`src/hw/rtl/jsgp_pkg.sv`:
```
// Package for the joystick event to gamepad report block.
// Event and report types, event codes, hat codes and the button map.
// No dependencies.
`default_nettype none

package jsgp_pkg;

  typedef struct packed {
    logic [7:0]         event_type;
    logic [7:0]         control_number;
    logic signed [15:0] event_value;
  } event_t;

  typedef struct packed {
    logic [15:0] button_mask;
    logic [3:0]  hat_code;
    logic [7:0]  left_stick_x;
    logic [7:0]  left_stick_y;
    logic [7:0]  right_stick_x;
    logic [7:0]  right_stick_y;
  } report_t;

  localparam logic [6:0] KIND_BUTTON = 7'd1;
  localparam logic [6:0] KIND_AXIS   = 7'd2;

  localparam logic [7:0] NUM_BUTTONS = 8'd12;

  localparam logic [7:0] AXIS_LEFT_X    = 8'd0;
  localparam logic [7:0] AXIS_LEFT_Y    = 8'd1;
  localparam logic [7:0] AXIS_TRIG_L    = 8'd2;
  localparam logic [7:0] AXIS_RIGHT_X   = 8'd3;
  localparam logic [7:0] AXIS_RIGHT_Y   = 8'd4;
  localparam logic [7:0] AXIS_TRIG_R    = 8'd5;
  localparam logic [7:0] AXIS_HAT_HORIZ = 8'd6;
  localparam logic [7:0] AXIS_HAT_VERT  = 8'd7;

  localparam logic [3:0] TRIG_L_BIT = 4'd6;
  localparam logic [3:0] TRIG_R_BIT = 4'd7;

  localparam logic signed [15:0] HAT_AXIS_NEG = -16'sd32767;
  localparam logic signed [15:0] HAT_AXIS_POS = 16'sd32767;

  localparam logic signed [15:0] TRIG_THRESHOLD_RESET = -16'sd29000;

  localparam logic [3:0] HAT_UP         = 4'd0;
  localparam logic [3:0] HAT_UP_RIGHT   = 4'd1;
  localparam logic [3:0] HAT_EAST       = 4'd2;
  localparam logic [3:0] HAT_DOWN_RIGHT = 4'd3;
  localparam logic [3:0] HAT_DOWN       = 4'd4;
  localparam logic [3:0] HAT_DOWN_LEFT  = 4'd5;
  localparam logic [3:0] HAT_WEST       = 4'd6;
  localparam logic [3:0] HAT_UP_LEFT    = 4'd7;
  localparam logic [3:0] HAT_IDLE       = 4'd8;

  // report bit for button controls 0..11
  function automatic logic [3:0] button_bit(input logic [3:0] num);
    logic [3:0] b;
    case (num)
      4'd0:    b = 4'd1;
      4'd1:    b = 4'd2;
      4'd2:    b = 4'd0;
      4'd3:    b = 4'd3;
      4'd4:    b = 4'd4;
      4'd5:    b = 4'd5;
      4'd6:    b = 4'd8;
      4'd7:    b = 4'd9;
      4'd8:    b = 4'd12;
      4'd9:    b = 4'd10;
      4'd10:   b = 4'd11;
      default: b = 4'd0;
    endcase
    return b;
  endfunction

endpackage

`default_nettype wire

```
`src/hw/rtl/jsgp_event_if.sv`:
```
// Event channel interface: valid/ready handshake with the joystick event fields.
// No dependencies.
`default_nettype none

interface jsgp_event_if;
  logic               valid;
  logic               ready;
  logic [7:0]         event_type;
  logic [7:0]         control_number;
  logic signed [15:0] event_value;

  modport source (output valid, output event_type, output control_number,
                  output event_value, input ready);
  modport sink   (input valid, input event_type, input control_number,
                  input event_value, output ready);
endinterface

`default_nettype wire

```
`src/hw/rtl/jsgp_report_if.sv`:
```
// Report channel interface: valid/ready handshake with the gamepad report fields.
// No dependencies.
`default_nettype none

interface jsgp_report_if;
  logic        valid;
  logic        ready;
  logic [15:0] button_mask;
  logic [3:0]  hat_code;
  logic [7:0]  left_stick_x;
  logic [7:0]  left_stick_y;
  logic [7:0]  right_stick_x;
  logic [7:0]  right_stick_y;

  modport source (output valid, output button_mask, output hat_code,
                  output left_stick_x, output left_stick_y,
                  output right_stick_x, output right_stick_y, input ready);
  modport sink   (input valid, input button_mask, input hat_code,
                  input left_stick_x, input left_stick_y,
                  input right_stick_x, input right_stick_y, output ready);
endinterface

`default_nettype wire

```
`src/hw/rtl/jsgp_in_stage.sv`:
```
// Input register stage: captures one event per transfer on the event channel.
// Depends on jsgp_pkg and jsgp_event_if.
`default_nettype none

module jsgp_in_stage (
  input  wire logic           clk,
  input  wire logic           rst,
  jsgp_event_if.sink          evt,
  input  wire logic           advance,
  output logic                stage_valid,
  output jsgp_pkg::event_t    stage_event
);
  import jsgp_pkg::*;

  assign evt.ready = !stage_valid || advance;

  always_ff @(posedge clk) begin
    if (rst) begin
      stage_valid <= 1'b0;
    end else if (evt.ready) begin
      stage_valid <= evt.valid;
    end
  end

  always_ff @(posedge clk) begin
    if (evt.valid && evt.ready) begin
      stage_event.event_type     <= evt.event_type;
      stage_event.control_number <= evt.control_number;
      stage_event.event_value    <= evt.event_value;
    end
  end

endmodule

`default_nettype wire

```
`src/hw/rtl/jsgp_update.sv`:
```
// Report update logic: applies one event to the held report.
// Depends on jsgp_pkg.
`default_nettype none

module jsgp_update (
  input  jsgp_pkg::report_t         held,
  input  jsgp_pkg::event_t          ev,
  input  wire logic signed [15:0]   threshold,
  output jsgp_pkg::report_t         updated
);
  import jsgp_pkg::*;

  function automatic logic [3:0] hat_compose(input logic up, input logic down,
                                             input logic left, input logic right);
    logic [3:0] c;
    if (up) begin
      c = left ? HAT_UP_LEFT : (right ? HAT_UP_RIGHT : HAT_UP);
    end else if (down) begin
      c = left ? HAT_DOWN_LEFT : (right ? HAT_DOWN_RIGHT : HAT_DOWN);
    end else begin
      c = left ? HAT_WEST : (right ? HAT_EAST : HAT_IDLE);
    end
    return c;
  endfunction

  logic [6:0] kind;
  logic [7:0] shaped;
  logic       trig_on;
  logic       val_neg;
  logic       val_pos;
  logic       held_up;
  logic       held_down;
  logic       held_left;
  logic       held_right;
  logic [3:0] btn_bit;

  assign kind    = ev.event_type[6:0];
  // (value + 32768) >> 8
  assign shaped  = {~ev.event_value[15], ev.event_value[14:8]};
  assign trig_on = ev.event_value > threshold;
  assign val_neg = ev.event_value == HAT_AXIS_NEG;
  assign val_pos = ev.event_value == HAT_AXIS_POS;
  assign btn_bit = button_bit(ev.control_number[3:0]);

  assign held_up    = (held.hat_code == HAT_UP) || (held.hat_code == HAT_UP_RIGHT) ||
                      (held.hat_code == HAT_UP_LEFT);
  assign held_down  = (held.hat_code == HAT_DOWN_RIGHT) || (held.hat_code == HAT_DOWN) ||
                      (held.hat_code == HAT_DOWN_LEFT);
  assign held_left  = (held.hat_code == HAT_DOWN_LEFT) || (held.hat_code == HAT_WEST) ||
                      (held.hat_code == HAT_UP_LEFT);
  assign held_right = (held.hat_code == HAT_UP_RIGHT) || (held.hat_code == HAT_EAST) ||
                      (held.hat_code == HAT_DOWN_RIGHT);

  always_comb begin
    updated = held;
    if (kind == KIND_BUTTON) begin
      if (ev.control_number < NUM_BUTTONS) begin
        updated.button_mask[btn_bit] = ev.event_value != 16'sd0;
      end
    end else if (kind == KIND_AXIS) begin
      case (ev.control_number)
        AXIS_LEFT_X:    updated.left_stick_x  = shaped;
        AXIS_LEFT_Y:    updated.left_stick_y  = shaped;
        AXIS_RIGHT_X:   updated.right_stick_x = shaped;
        AXIS_RIGHT_Y:   updated.right_stick_y = shaped;
        AXIS_TRIG_L:    updated.button_mask[TRIG_L_BIT] = trig_on;
        AXIS_TRIG_R:    updated.button_mask[TRIG_R_BIT] = trig_on;
        AXIS_HAT_HORIZ: updated.hat_code = hat_compose(held_up, held_down, val_neg, val_pos);
        AXIS_HAT_VERT:  updated.hat_code = hat_compose(val_neg, val_pos, held_left, held_right);
        default: begin
        end
      endcase
    end
  end

endmodule

`default_nettype wire

```
`src/hw/rtl/joystick_event_to_gamepad_report.sv`:
```
// Joystick event to gamepad report, top level.
// Each event is held in the input stage register, then its result in report_q.
// Throughput: one event per cycle unless rpt stalls; update is combinational.
// Reset (rst, synchronous): report state cleared, hat code top, threshold -29000.
// Depends on jsgp_pkg, jsgp_event_if, jsgp_report_if, jsgp_in_stage, jsgp_update.
`default_nettype none

module joystick_event_to_gamepad_report (
  input  wire logic               clk,
  input  wire logic               rst,
  input  wire logic               cfg_wen,
  input  wire logic signed [15:0] cfg_wdata,
  jsgp_event_if.sink              evt,
  jsgp_report_if.source           rpt
);
  import jsgp_pkg::*;

  logic               stage_valid;
  event_t             stage_event;
  logic               advance;
  logic signed [15:0] threshold;
  report_t            held;
  report_t            held_next;
  report_t            report_q;
  logic               out_valid;

  assign advance = !out_valid || rpt.ready;

  jsgp_in_stage u_in_stage (
    .clk         (clk),
    .rst         (rst),
    .evt         (evt),
    .advance     (advance),
    .stage_valid (stage_valid),
    .stage_event (stage_event)
  );

  jsgp_update u_update (
    .held      (held),
    .ev        (stage_event),
    .threshold (threshold),
    .updated   (held_next)
  );

  always_ff @(posedge clk) begin
    if (rst) begin
      threshold <= TRIG_THRESHOLD_RESET;
    end else if (cfg_wen) begin
      threshold <= cfg_wdata;
    end
  end

  always_ff @(posedge clk) begin
    if (rst) begin
      held      <= '0;
      out_valid <= 1'b0;
    end else begin
      if (advance) begin
        out_valid <= stage_valid;
      end
      if (stage_valid && advance) begin
        held <= held_next;
      end
    end
  end

  always_ff @(posedge clk) begin
    if (stage_valid && advance) begin
      report_q <= held_next;
    end
  end

  assign rpt.valid         = out_valid;
  assign rpt.button_mask   = report_q.button_mask;
  assign rpt.hat_code      = report_q.hat_code;
  assign rpt.left_stick_x  = report_q.left_stick_x;
  assign rpt.left_stick_y  = report_q.left_stick_y;
  assign rpt.right_stick_x = report_q.right_stick_x;
  assign rpt.right_stick_y = report_q.right_stick_y;

`ifndef SYNTHESIS
  a_hat_range: assert property (@(posedge clk) disable iff (rst)
    rpt.valid |-> rpt.hat_code <= HAT_IDLE)
    else $error("hat code out of range");

  a_unmapped_bits: assert property (@(posedge clk) disable iff (rst)
    rpt.valid |-> rpt.button_mask[15:13] == 3'b000)
    else $error("unmapped button bit set");

  a_result_follows: assert property (@(posedge clk) disable iff (rst)
    (stage_valid && advance) |=> rpt.valid)
    else $error("event transfer produced no report");

  a_held_stable: assert property (@(posedge clk) disable iff (rst)
    !(stage_valid && advance) |=> $stable(held))
    else $error("held report changed without an event");
`endif

endmodule

`default_nettype wire

```
`src/flat_wrapper.sv`:
```
// flat-port wrapper written by rule: the top's interface ports become plain ports
module joystick_event_to_gamepad_report_flat import jsgp_pkg::*;
  (clk, rst, cfg_wen, cfg_wdata, evt_valid, evt_event_type, evt_control_number, evt_event_value, evt_ready, rpt_valid, rpt_button_mask, rpt_hat_code, rpt_left_stick_x, rpt_left_stick_y, rpt_right_stick_x, rpt_right_stick_y, rpt_ready);
  jsgp_event_if evt_i ();
  jsgp_report_if rpt_i ();
  input  wire logic clk;
  input  wire logic rst;
  input  wire logic cfg_wen;
  input  wire logic signed [15:0] cfg_wdata;
  input wire logic [$bits(evt_i.valid)-1:0] evt_valid;
  input wire logic [$bits(evt_i.event_type)-1:0] evt_event_type;
  input wire logic [$bits(evt_i.control_number)-1:0] evt_control_number;
  input wire logic [$bits(evt_i.event_value)-1:0] evt_event_value;
  output wire logic [$bits(evt_i.ready)-1:0] evt_ready;
  output wire logic [$bits(rpt_i.valid)-1:0] rpt_valid;
  output wire logic [$bits(rpt_i.button_mask)-1:0] rpt_button_mask;
  output wire logic [$bits(rpt_i.hat_code)-1:0] rpt_hat_code;
  output wire logic [$bits(rpt_i.left_stick_x)-1:0] rpt_left_stick_x;
  output wire logic [$bits(rpt_i.left_stick_y)-1:0] rpt_left_stick_y;
  output wire logic [$bits(rpt_i.right_stick_x)-1:0] rpt_right_stick_x;
  output wire logic [$bits(rpt_i.right_stick_y)-1:0] rpt_right_stick_y;
  input wire logic [$bits(rpt_i.ready)-1:0] rpt_ready;
  assign evt_i.valid = evt_valid;
  assign evt_i.event_type = evt_event_type;
  assign evt_i.control_number = evt_control_number;
  assign evt_i.event_value = evt_event_value;
  assign evt_ready = evt_i.ready;
  assign rpt_valid = rpt_i.valid;
  assign rpt_button_mask = rpt_i.button_mask;
  assign rpt_hat_code = rpt_i.hat_code;
  assign rpt_left_stick_x = rpt_i.left_stick_x;
  assign rpt_left_stick_y = rpt_i.left_stick_y;
  assign rpt_right_stick_x = rpt_i.right_stick_x;
  assign rpt_right_stick_y = rpt_i.right_stick_y;
  assign rpt_i.ready = rpt_ready;
  joystick_event_to_gamepad_report u_core (.clk(clk), .rst(rst), .cfg_wen(cfg_wen), .cfg_wdata(cfg_wdata), .evt(evt_i), .rpt(rpt_i));
endmodule
```
`config.mk`:
```
export PLATFORM = sky130hd
export DESIGN_NAME = joystick_event_to_gamepad_report_flat
export DESIGN_NICKNAME = d
export VERILOG_FILES = /design/src/hw/rtl/jsgp_pkg.sv /design/src/hw/rtl/jsgp_event_if.sv /design/src/hw/rtl/jsgp_report_if.sv /design/src/hw/rtl/jsgp_in_stage.sv /design/src/hw/rtl/jsgp_update.sv /design/src/hw/rtl/joystick_event_to_gamepad_report.sv /design/src/flat_wrapper.sv
export SDC_FILE = /design/constraint.sdc
export NUM_CORES = 1
export LEC_CHECK = 0
export BUFFER_PORTS_ARGS = -buffer_cell sky130_fd_sc_hd__buf_2
export CORE_MARGIN = 8
export CORE_UTILIZATION = 52
export CTS_CLUSTER_SIZE = 14
export DETAILED_ROUTE_END_ITERATION = 12
export PLACE_DENSITY = 0.74
export SLEW_MARGIN = 20
export SYNTH_ARGS = -nofsm -noshare
export SYNTH_HDL_FRONTEND = slang
export SYNTH_HIERARCHICAL = 1
export SYNTH_SLANG_ARGS = --single-unit
```
`constraint.sdc`:
```
create_clock -name clk -period 2.3 [get_ports clk]
set_input_delay 0.115 -clock clk [delete_from_list [all_inputs] [get_ports clk]]
set_output_delay 0.115 -clock clk [all_outputs]
set_load 0.01 [all_outputs]
```
* Word level (Yosys, flattened, before mapping)
Memories as Yosys holds them, arrays and structs flattened. A register that Yosys moved wholly into a read port is not among the register bits.
Cells that the tools add are included.
** Storage, ports and cells
- Bits in registers :: 153
- Bits in read-only memories :: 64
- Memories :: 1
** Memories
- (name not given) :: depth 16, bits a word 4, read ports 1, clocked after Yosys merged registers in 1, wr ports 0, line jsgp_pkg.sv:58 : case (num)
** Cells by class
- $lt $le $gt $ge :: 4
- Equal/unequal tests :: 18
- Multiplexer cells :: 34
- Bitwise logic cells :: 1
- Reductions and logical operators :: 18
** Operator list (number)
- 36-bit two-way mux :: 2
- 8-bit two-way mux :: 5
- 4-bit two-way mux :: 9
- 16-bit equality test, second input constant :: 2
- 8-bit by 3-bit equality test with 1-bit output, second input constant :: 4
- 3-bit two-way mux :: 6
- 16-bit bitwise mux :: 1
- 4-bit by 3-bit equality test with 1-bit output, second input constant :: 4
- 8-bit by 2-bit equality test with 1-bit output, second input constant :: 2
- 16-bit greater-than comparator :: 1
- 16-bit two-way mux :: 1
- 16-bit nonzero test :: 1
- 1-bit logical OR :: 10
- 4-bit by 2-bit equality test with 1-bit output, second input constant :: 2
- 8-bit by 1-bit equality test with 1-bit output, second input constant :: 1
- 8-bit logical NOT :: 1
- 8-bit by 4-bit < comparator with 1-bit output, second input constant :: 1
- 4-bit case mux with 2 select lines :: 1
- 7-bit by 1-bit equality test with 1-bit output, second input constant :: 1
- 7-bit by 2-bit equality test with 1-bit output, second input constant :: 1
- 6-bit two-way mux :: 1
- 4-bit by 5-bit < comparator with 1-bit output, second input constant :: 1
- 1-bit two-way mux :: 5
- 1-bit demux with 4-bit select :: 1
- other kinds (7) :: 11

* Longest topological paths before layout
Gate-level depths: netlist of run 1.
- Word-level depth :: 10
- Gate-level depth with buffers :: 10
- Gate-level depth less buffers :: 10

* Cells and area by module
The synthesis of run 1 kept the hierarchy.
** Modules (own cells, without submodules)
- joystick_event_to_gamepad_report :: instances 1, cells each 347, area each 4611.9 µm², sequential area each 2942.8 µm²
- jsgp_update :: instances 1, cells each 235, area each 1652.8 µm², sequential area each 0.0 µm²
- jsgp_in_stage :: instances 1, cells each 37, area each 1016.0 µm², sequential area each 980.9 µm²

* Worst setup path before layout of run 1
OpenSTA, ideal clock, no wires.
- Path kind :: flip-flop to flip-flop
- From :: reg u_core.u_in_stage.stage_valid
- To :: reg u_core.report_q, in the netlist u_core/rpt.button_mask[0] (enable)
- Arrival time :: 2.101 ns
- Setup slack :: -0.216 ns
- Cell stages (with the launch flop) :: 5
- Buffers on the path :: 3
- Clock period less this slack :: 2.516 ns
- Cells stage by stage :: dfxtp_1 > buf_2 > buf_4 > buf_2 > and2_1
** Between the ends
- Cells in the longest elaborated chain, start to end :: 1
** RTL lines
- start, declared :: line jsgp_in_stage.sv:10 : output logic stage_valid,
- start signal, assigned :: line jsgp_in_stage.sv:21 : stage_valid <= evt.valid;
- 1-bit logical AND :: line joystick_event_to_gamepad_report.sv:68 : if (stage_valid && advance) begin
- end signal, assigned :: line joystick_event_to_gamepad_report.sv:69 : report_q <= held_next;
- end, declared :: line joystick_event_to_gamepad_report.sv:24 : report_t report_q;
No other way between the ends.
A chain may end at the register's enable or synchronous reset.

==> run_summary.xml, run 1 <==
<?xml version="1.0" encoding="UTF-8"?>
<metrics>
  <group name="clock_network">
    <metric name="clk-insertion-delay-late" unit="ps">420</metric>
    <metric name="tritoncts.num_buffers" unit="">17</metric>
    <metric name="root_buffer" unit="">clkbuf_16</metric>
    <metric name="clock_path_buffers" unit="">2</metric>
    <metric name="clk_transition_reported_paths" unit="ps">60</metric>
    <metric name="tritoncts" unit="">built</metric>
    <metric name="clock_sinks" unit="">153</metric>
    <metric name="htree_levels" unit="">4</metric>
  </group>
  <group name="die">
    <metric name="standard_cell_core_area" unit="mm2">0.0138</metric>
    <metric name="die_height" unit="um">134</metric>
    <metric name="initial_core_util" unit="%">52.6</metric>
    <metric name="ioPinCount" unit="">107</metric>
    <metric name="std_cell_rows" unit="">43</metric>
    <metric name="floorplan.die_area" unit="mm2">0.0180</metric>
    <metric name="floorplan.die.width" unit="um">134</metric>
  </group>
  <group name="worst_hold_path">
    <metric name="hold_depth" unit="">3</metric>
    <metric name="hold_class" unit="">in2reg</metric>
  </group>
  <group name="sta">
    <metric name="clock_skew" unit="ps">10.5</metric>
    <metric name="maxSlewViolCount" unit="">0</metric>
    <metric name="postLayoutSetupSlackWorst" unit="ps">-91.4</metric>
    <metric name="setup_viol" unit="">18</metric>
    <metric name="fmax_achieved" unit="GHz">0.418</metric>
    <metric name="layout_min_cycle_time" unit="ps">2390</metric>
    <metric name="max_slew.worst_pin.slew" unit="ps">888</metric>
    <metric name="grt_setup_unrepaired" unit="">true</metric>
    <metric name="final_hold_vio_count" unit="">0</metric>
    <metric name="maxSlewHeadroom" unit="%">40.8</metric>
    <metric name="timing.hold.ws" unit="ps">256</metric>
    <metric name="min_period_over_period" unit="%">104</metric>
  </group>
  <group name="route">
    <metric name="number_of_detailed_routing_iterations_run_before_antenna_repair" unit="">7</metric>
    <metric name="detailedRoute.firstIterationViolations" unit="">340</metric>
    <metric name="routedWlPerCell" unit="um">18.8</metric>
    <metric name="antenna_left" unit="">0</metric>
    <metric name="vias" unit="">5604</metric>
    <metric name="viasPerCell" unit="">5.61</metric>
    <metric name="remaining_design_rule_violation_count" unit="">0</metric>
    <metric name="postRouteWirelength" unit="mm">18.7</metric>
  </group>
  <group name="synthesis">
    <metric name="synthesis.nets" unit="">692</metric>
    <metric name="post_synth_instance_area" unit="mm2">0.00725</metric>
    <metric name="syn-instance-count" unit="">618</metric>
    <metric name="synthesis.area_per_instance" unit="um2">11.7</metric>
    <metric name="ys.warnings.count" unit="">6</metric>
  </group>
  <group name="critical_path">
    <metric name="critical_path_peak_fanout" unit="">7</metric>
    <metric name="timing.critical_path.from_type" unit="">register</metric>
    <metric name="cp.arrival" unit="ps">2740</metric>
    <metric name="cp_data_required_time" unit="ps">2650</metric>
    <metric name="worstSetupEndpointType" unit="">register</metric>
    <metric name="worst_r2r_path_depth" unit="">9</metric>
    <metric name="setup.worst_path.class" unit="">reg2reg</metric>
  </group>
  <group name="placed_design">
    <metric name="placement.cell_area" unit="mm2">0.00809</metric>
    <metric name="post-dp-hpwl" unit="mm">11.5</metric>
    <metric name="dpl.cell_count" unit="">901</metric>
    <metric name="gp_weighted_congestion" unit="">0.856</metric>
    <metric name="place.port_buffers" unit="">105</metric>
  </group>
  <group name="finish">
    <metric name="final_layout_size_suffix_gt1_share" unit="%">42.7</metric>
    <metric name="finish.utilization" unit="%">71.1</metric>
    <metric name="fillers" unit="">948</metric>
    <metric name="design.final.nets" unit="">880</metric>
    <metric name="multi_input_comb_area" unit="mm2">0.00348</metric>
    <metric name="stdcell_area" unit="mm2">0.00979</metric>
    <metric name="most_common_cell_after_layout_fill_and_taps_aside" unit="">buf_2</metric>
    <metric name="finish.cell_count_without_fillers" unit="">999</metric>
    <metric name="antenna-diode-count" unit="">0</metric>
    <metric name="layout_common_cells" unit="">buf_2 (105), edfxtp_1 (83), dfxtp_1 (69)</metric>
    <metric name="synthToLayoutAreaGrowth" unit="%">35.0</metric>
    <metric name="flip_flop_and_latch_area" unit="mm2">0.00390</metric>
  </group>
  <group name="global_route">
    <metric name="largest_net_degree_at_the_start_of_global_routing" unit="">94</metric>
    <metric name="globalRouteOverflowTotal" unit="">0</metric>
    <metric name="met3_track_utilization_from_global_routing" unit="%">5.46</metric>
    <metric name="global_route.peak_usage_layer" unit="">met2</metric>
    <metric name="antenna_found_initial" unit="">0</metric>
    <metric name="first_global_vias" unit="">5721</metric>
    <metric name="grt_util_met2" unit="%">34.7</metric>
    <metric name="global_route_wire_length_before_repair" unit="mm">29.2</metric>
    <metric name="global_route.usage.met1" unit="%">23.8</metric>
    <metric name="grt.total_usage" unit="%">20.3</metric>
  </group>
  <group name="flow_run">
    <metric name="timing.max_cap.violations" unit="">0</metric>
  </group>
  <group name="power_and_ir_drop">
    <metric name="vdd_drop_max" unit="mV">0.451</metric>
    <metric name="powerDensity" unit="mW/mm2">639</metric>
    <metric name="static-leakage-power" unit="nW">3.87</metric>
    <metric name="fin_total_pwr" unit="W">0.00625</metric>
  </group>
  <group name="status">
    <metric name="result_of_the_run" unit="">finished with violations</metric>
    <metric name="failed_checks" unit="">negative setup slack</metric>
  </group>
</metrics>
-- worst paths after layout --
kind / to / start / slack (ps)
min: u_core/threshold[0] / cfg_wen / 260
max: u_core/held[50] / u_core/u_in_stage/stage_event[30] / -90
min reg2reg: u_core/threshold[0] / u_core/threshold[0] / 500
max reg2reg: u_core/held[50] / u_core/u_in_stage/stage_event[30] / -90
-- layout make-up --
| class | instances | area share, % |
|---|---|---|
| Inverter | 24 | 0.920 |
| Tap cell | 180 | 2.30 |
| Clock buffer | 21 | 4.60 |
| Timing Repair Buffer | 208 | 15.5 |
| Sequential cell | 153 | 39.8 |
| Multi-Input combinational cell | 402 | 35.6 |
| Clock inverter | 11 | 1.25 |
-- report_power, final --
| part | leakage, nW | switching (W) | internal [W] |
|---|---|---|---|
| Combinational | 2.19 | 0.000314 | 0.000232 |
| Clock | 0.269 | 0.00107 | 0.00162 |
| Sequential | 1.41 | 0.0000545 | 0.00296 |
-- per-stage QoR --
stage / TNS (ps) / setup WS [ps]
detailed placement: -4170 / -152
CTS: -723 / -75.0
floorplan: -423 / -119
global placement: -502 / -46.3
finish: -931 / -91.4
global route: -4910 / -238
-- state kept, by name, indices dropped and copies added (netlist names) --
name	count
u_core/rpt.left_stick_y	8
u_core/rpt.button_mask	16
u_core/rpt.valid	1
u_core/u_in_stage/stage_valid	1
u_core/rpt.right_stick_y	8
u_core/rpt.hat_code	4
u_core/threshold	16
u_core/rpt.left_stick_x	8
u_core/held	52
u_core/u_in_stage/stage_event	31
u_core/rpt.right_stick_x	8
-- timing repair --
| action | in CTS | in global routing |
|---|---|---|
| hold buffers | 48 | 0 |
| gates resized for setup | 33 | 97 |
| cloned | 0 | 3 |
| buffers inserted | 2 | 13 |
| setup endpoints to repair | 87 | 88 |
| pin swaps | 10 | 14 |
| hold endpoints to repair | 48 | 0 |
-- routing by layer --
metal / share of wire [%] / vias to the layer above / wire (um)
li1: - / 2666 / -
met1: 41 / 2712 / 7670
met3: 5.6 / 36 / 1050
met5: 0 / - / 0
met4: 2.6 / 0 / 489
met2: 51 / 190 / 9520
-- critical path: stages, from the launching register on --
cell	delay, ps
edfxtp_1	370
or4_4	580
nor4b_4	240
and2b_2	210
buf_6	140
and3_4	230
a21oi_2	70
a31oi_2	170
nand3_1	130
a21oi_2	180
Note: power is estimated with default switching activity, not from simulation.
==> inputs of run 2 (changes only) <==
Settings changed: BUFFER_PORTS_ARGS -buffer_cell sky130_fd_sc_hd__buf_2 to default, CORE_UTILIZATION 52 to 55, DONT_BUFFER_PORTS from default to 1, PLACE_DENSITY 0.74 to 0.7.
==> run_summary.xml, run 2 (synthesized netlist as in run 1, its figures left out) <==
<?xml version="1.0" encoding="UTF-8"?>
<metrics>
  <group name="status">
    <metric name="result_of_the_run" unit="">finished with violations</metric>
    <metric name="failed_checks" unit="">negative hold slack, negative setup slack</metric>
  </group>
  <group name="sta">
    <metric name="clock_skew" unit="ps">6.78</metric>
    <metric name="max_slew.worst_pin.slew" unit="ps">1080</metric>
    <metric name="maxSlewHeadroom" unit="%">27.9</metric>
    <metric name="grt_setup_unrepaired" unit="">true</metric>
    <metric name="setup_viol" unit="">87</metric>
    <metric name="fin_setup_tns" unit="ps">-6680</metric>
    <metric name="postLayoutSetupSlackWorst" unit="ps">-155</metric>
    <metric name="min_period_over_period" unit="%">107</metric>
    <metric name="layout_min_cycle_time" unit="ps">2450</metric>
    <metric name="final_hold_vio_count" unit="">52</metric>
    <metric name="maxSlewViolCount" unit="">0</metric>
    <metric name="fmax_achieved" unit="GHz">0.407</metric>
    <metric name="timing.hold.ws" unit="ps">-257</metric>
  </group>
  <group name="finish">
    <metric name="synthToLayoutAreaGrowth" unit="%">30.9</metric>
    <metric name="design.final.nets" unit="">796</metric>
    <metric name="layout_common_cells" unit="">edfxtp_1 (83), dfxtp_1 (69), dlygate4sd3_1 (55)</metric>
    <metric name="antenna-diode-count" unit="">0</metric>
    <metric name="final_layout_size_suffix_gt1_share" unit="%">34.3</metric>
    <metric name="finish.utilization" unit="%">72.8</metric>
    <metric name="biggestRegsByFlops" unit="">u_core/held: 52 flops, u_core/u_in_stage/stage_event: 31 flops</metric>
    <metric name="flip_flop_and_latch_area" unit="mm2">0.00390</metric>
    <metric name="multi_input_comb_area" unit="mm2">0.00350</metric>
    <metric name="max_ffs_per_register" unit="">52</metric>
    <metric name="most_common_cell_after_layout_fill_and_taps_aside" unit="">edfxtp_1</metric>
    <metric name="regMostFlops" unit="">u_core/held</metric>
    <metric name="fillers" unit="">873</metric>
  </group>
  <group name="worst_hold_path">
    <metric name="hold_class" unit="">in2reg</metric>
  </group>
  <group name="critical_path">
    <metric name="timing.reg2reg.setup_slack" unit="ps">-150</metric>
    <metric name="worst_r2r_path_depth" unit="">10</metric>
    <metric name="worstSetupEndpointType" unit="">register</metric>
    <metric name="setup.worst_path.start" unit="">u_core/u_in_stage/stage_event[26]</metric>
    <metric name="cp_data_required_time" unit="ps">2670</metric>
    <metric name="timing.critical_path.from_type" unit="">register</metric>
    <metric name="setup.worst_path.class" unit="">reg2reg</metric>
    <metric name="cp.arrival" unit="ps">2820</metric>
    <metric name="critical_path_peak_fanout" unit="">6</metric>
    <metric name="timing.rr.end" unit="">u_core/held[51]</metric>
    <metric name="critical_path.reg2reg.startpoint" unit="">u_core/u_in_stage/stage_event[26]</metric>
    <metric name="setup.worst_path.end" unit="">u_core/held[51]</metric>
  </group>
  <group name="die">
    <metric name="floorplan.die.width" unit="um">131</metric>
    <metric name="floorplan.die_area" unit="mm2">0.0171</metric>
    <metric name="die_height" unit="um">131</metric>
    <metric name="standard_cell_core_area" unit="mm2">0.0130</metric>
    <metric name="ioPinCount" unit="">107</metric>
    <metric name="std_cell_rows" unit="">42</metric>
    <metric name="initial_core_util" unit="%">55.6</metric>
  </group>
  <group name="clock_network">
    <metric name="cts_hold_buffers" unit="">55</metric>
    <metric name="tritoncts.num_buffers" unit="">17</metric>
    <metric name="clk_transition_reported_paths" unit="ps">60</metric>
    <metric name="tritoncts" unit="">built</metric>
    <metric name="clock_path_buffers" unit="">2</metric>
    <metric name="root_buffer" unit="">clkbuf_16</metric>
    <metric name="htree_levels" unit="">4</metric>
    <metric name="clk-insertion-delay-late" unit="ps">430</metric>
    <metric name="clock_sinks" unit="">153</metric>
  </group>
  <group name="placed_design">
    <metric name="gp_weighted_congestion" unit="">0.866</metric>
    <metric name="post-dp-hpwl" unit="mm">10.6</metric>
    <metric name="place.port_buffers" unit="">0</metric>
  </group>
  <group name="route">
    <metric name="number_of_detailed_routing_iterations_run_before_antenna_repair" unit="">5</metric>
    <metric name="routedWlPerCell" unit="um">19.8</metric>
    <metric name="viasPerCell" unit="">5.83</metric>
    <metric name="postRouteWirelength" unit="mm">18.1</metric>
    <metric name="vias" unit="">5314</metric>
    <metric name="remaining_design_rule_violation_count" unit="">0</metric>
    <metric name="detailedRoute.firstIterationViolations" unit="">393</metric>
    <metric name="antenna_left" unit="">0</metric>
  </group>
  <group name="power_and_ir_drop">
    <metric name="fin_total_pwr" unit="W">0.00628</metric>
    <metric name="vdd_drop_max" unit="mV">0.559</metric>
    <metric name="static-leakage-power" unit="nW">3.59</metric>
    <metric name="powerDensity" unit="mW/mm2">661</metric>
  </group>
  <group name="global_route">
    <metric name="grt.total_usage" unit="%">20.5</metric>
    <metric name="antenna_found_initial" unit="">0</metric>
    <metric name="largest_net_degree_at_the_start_of_global_routing" unit="">106</metric>
    <metric name="global_route_wire_length_before_repair" unit="mm">26.9</metric>
    <metric name="globalRouteOverflowTotal" unit="">0</metric>
    <metric name="first_global_vias" unit="">5188</metric>
  </group>
  <group name="flow_run">
    <metric name="timing.max_cap.violations" unit="">0</metric>
  </group>
</metrics>
## run 2: cell types whose count changed in the layout (fill, tap and decap cells not counted), moves of 4 or more
cell	change
buf_2	-105
nand3_1	+16
nand3_2	-16
buf_4	+8
dlygate4sd3_1	+7
buf_6	+6
nand2_1	-5
mux2_2	-4
mux2_4	+4
nand2_4	+4
## run 2: timing repair
| action | CTS | global route |
|---|---|---|
| pin swaps | 6 | 38 |
| gates cloned | 0 | 3 |
| endpoints found under the setup margin | 98 | 104 |
| gates resized for setup | 22 | 118 |
| setup buffers | 1 | 26 |
| endpoints found under the hold margin | 101 | 52 |
## run 2: worst min path at each step
stage               startpoint                            end  cells after the start
finish                     rst                 u_core/held[2]                      1
detailed placement         rst  u_core/u_in_stage/stage_valid                      1
CTS                        rst                 u_core/held[7]                      1
global route               rst                 u_core/held[2]                      1
floorplan                  rst  u_core/u_in_stage/stage_valid                      1
global placement           rst  u_core/u_in_stage/stage_valid                      1
## run 2: report_power, final
group,switching (W),internal [W]
Combinational,0.000263,0.000197
Sequential,0.0000617,0.00296
Clock,0.00118,0.00162
## run 2: cell type report
| type | instances | area share [%] |
|---|---|---|
| Tap cell | 176 | 2.32 |
| Clock buffer | 17 | 4.48 |
| Clock inverter | 15 | 1.75 |
| Inverter | 24 | 0.949 |
| Sequential cell | 153 | 41.1 |
| Multi-Input combinational cell | 402 | 36.8 |
| Timing Repair Buffer | 124 | 12.6 |
## run 2: stage by stage
step | cell area (um2) | cells | hold slack [ps] | setup WS (ps)
final | 9490 | 911 | -257 | -155
after global routing | 9490 | 911 | -279 | -281
after CTS | 8760 | 882 | -268 | -97.8
after detailed placement | 7530 | 794 | 190 | -165
after global placement | 7530 | 794 | 185 | -131
after floorplan | 7270 | 618 | 177 | -119
## run 2: metal layers
| layer | wire, um | global-route usage [%] | vias up |
|---|---|---|---|
| met2 | 9040 | 33.2 | 162 |
| met3 | 1070 | 6.41 | 38 |
| met1 | 7510 | 24.7 | 2615 |
| met5 | 0 | 0 | - |
| li1 | - | - | 2499 |
| met4 | 442 | 9.12 | 0 |
## run 2: critical path: stages, from the launching register on
cell and delay [ps]:
edfxtp_1 360, or4_4 580, nor4b_4 230, and2b_2 210
buf_6 100, buf_6 120, and3_4 230, a21oi_2 80
a31oi_4 180, nand3_1 110, a21oi_2 170
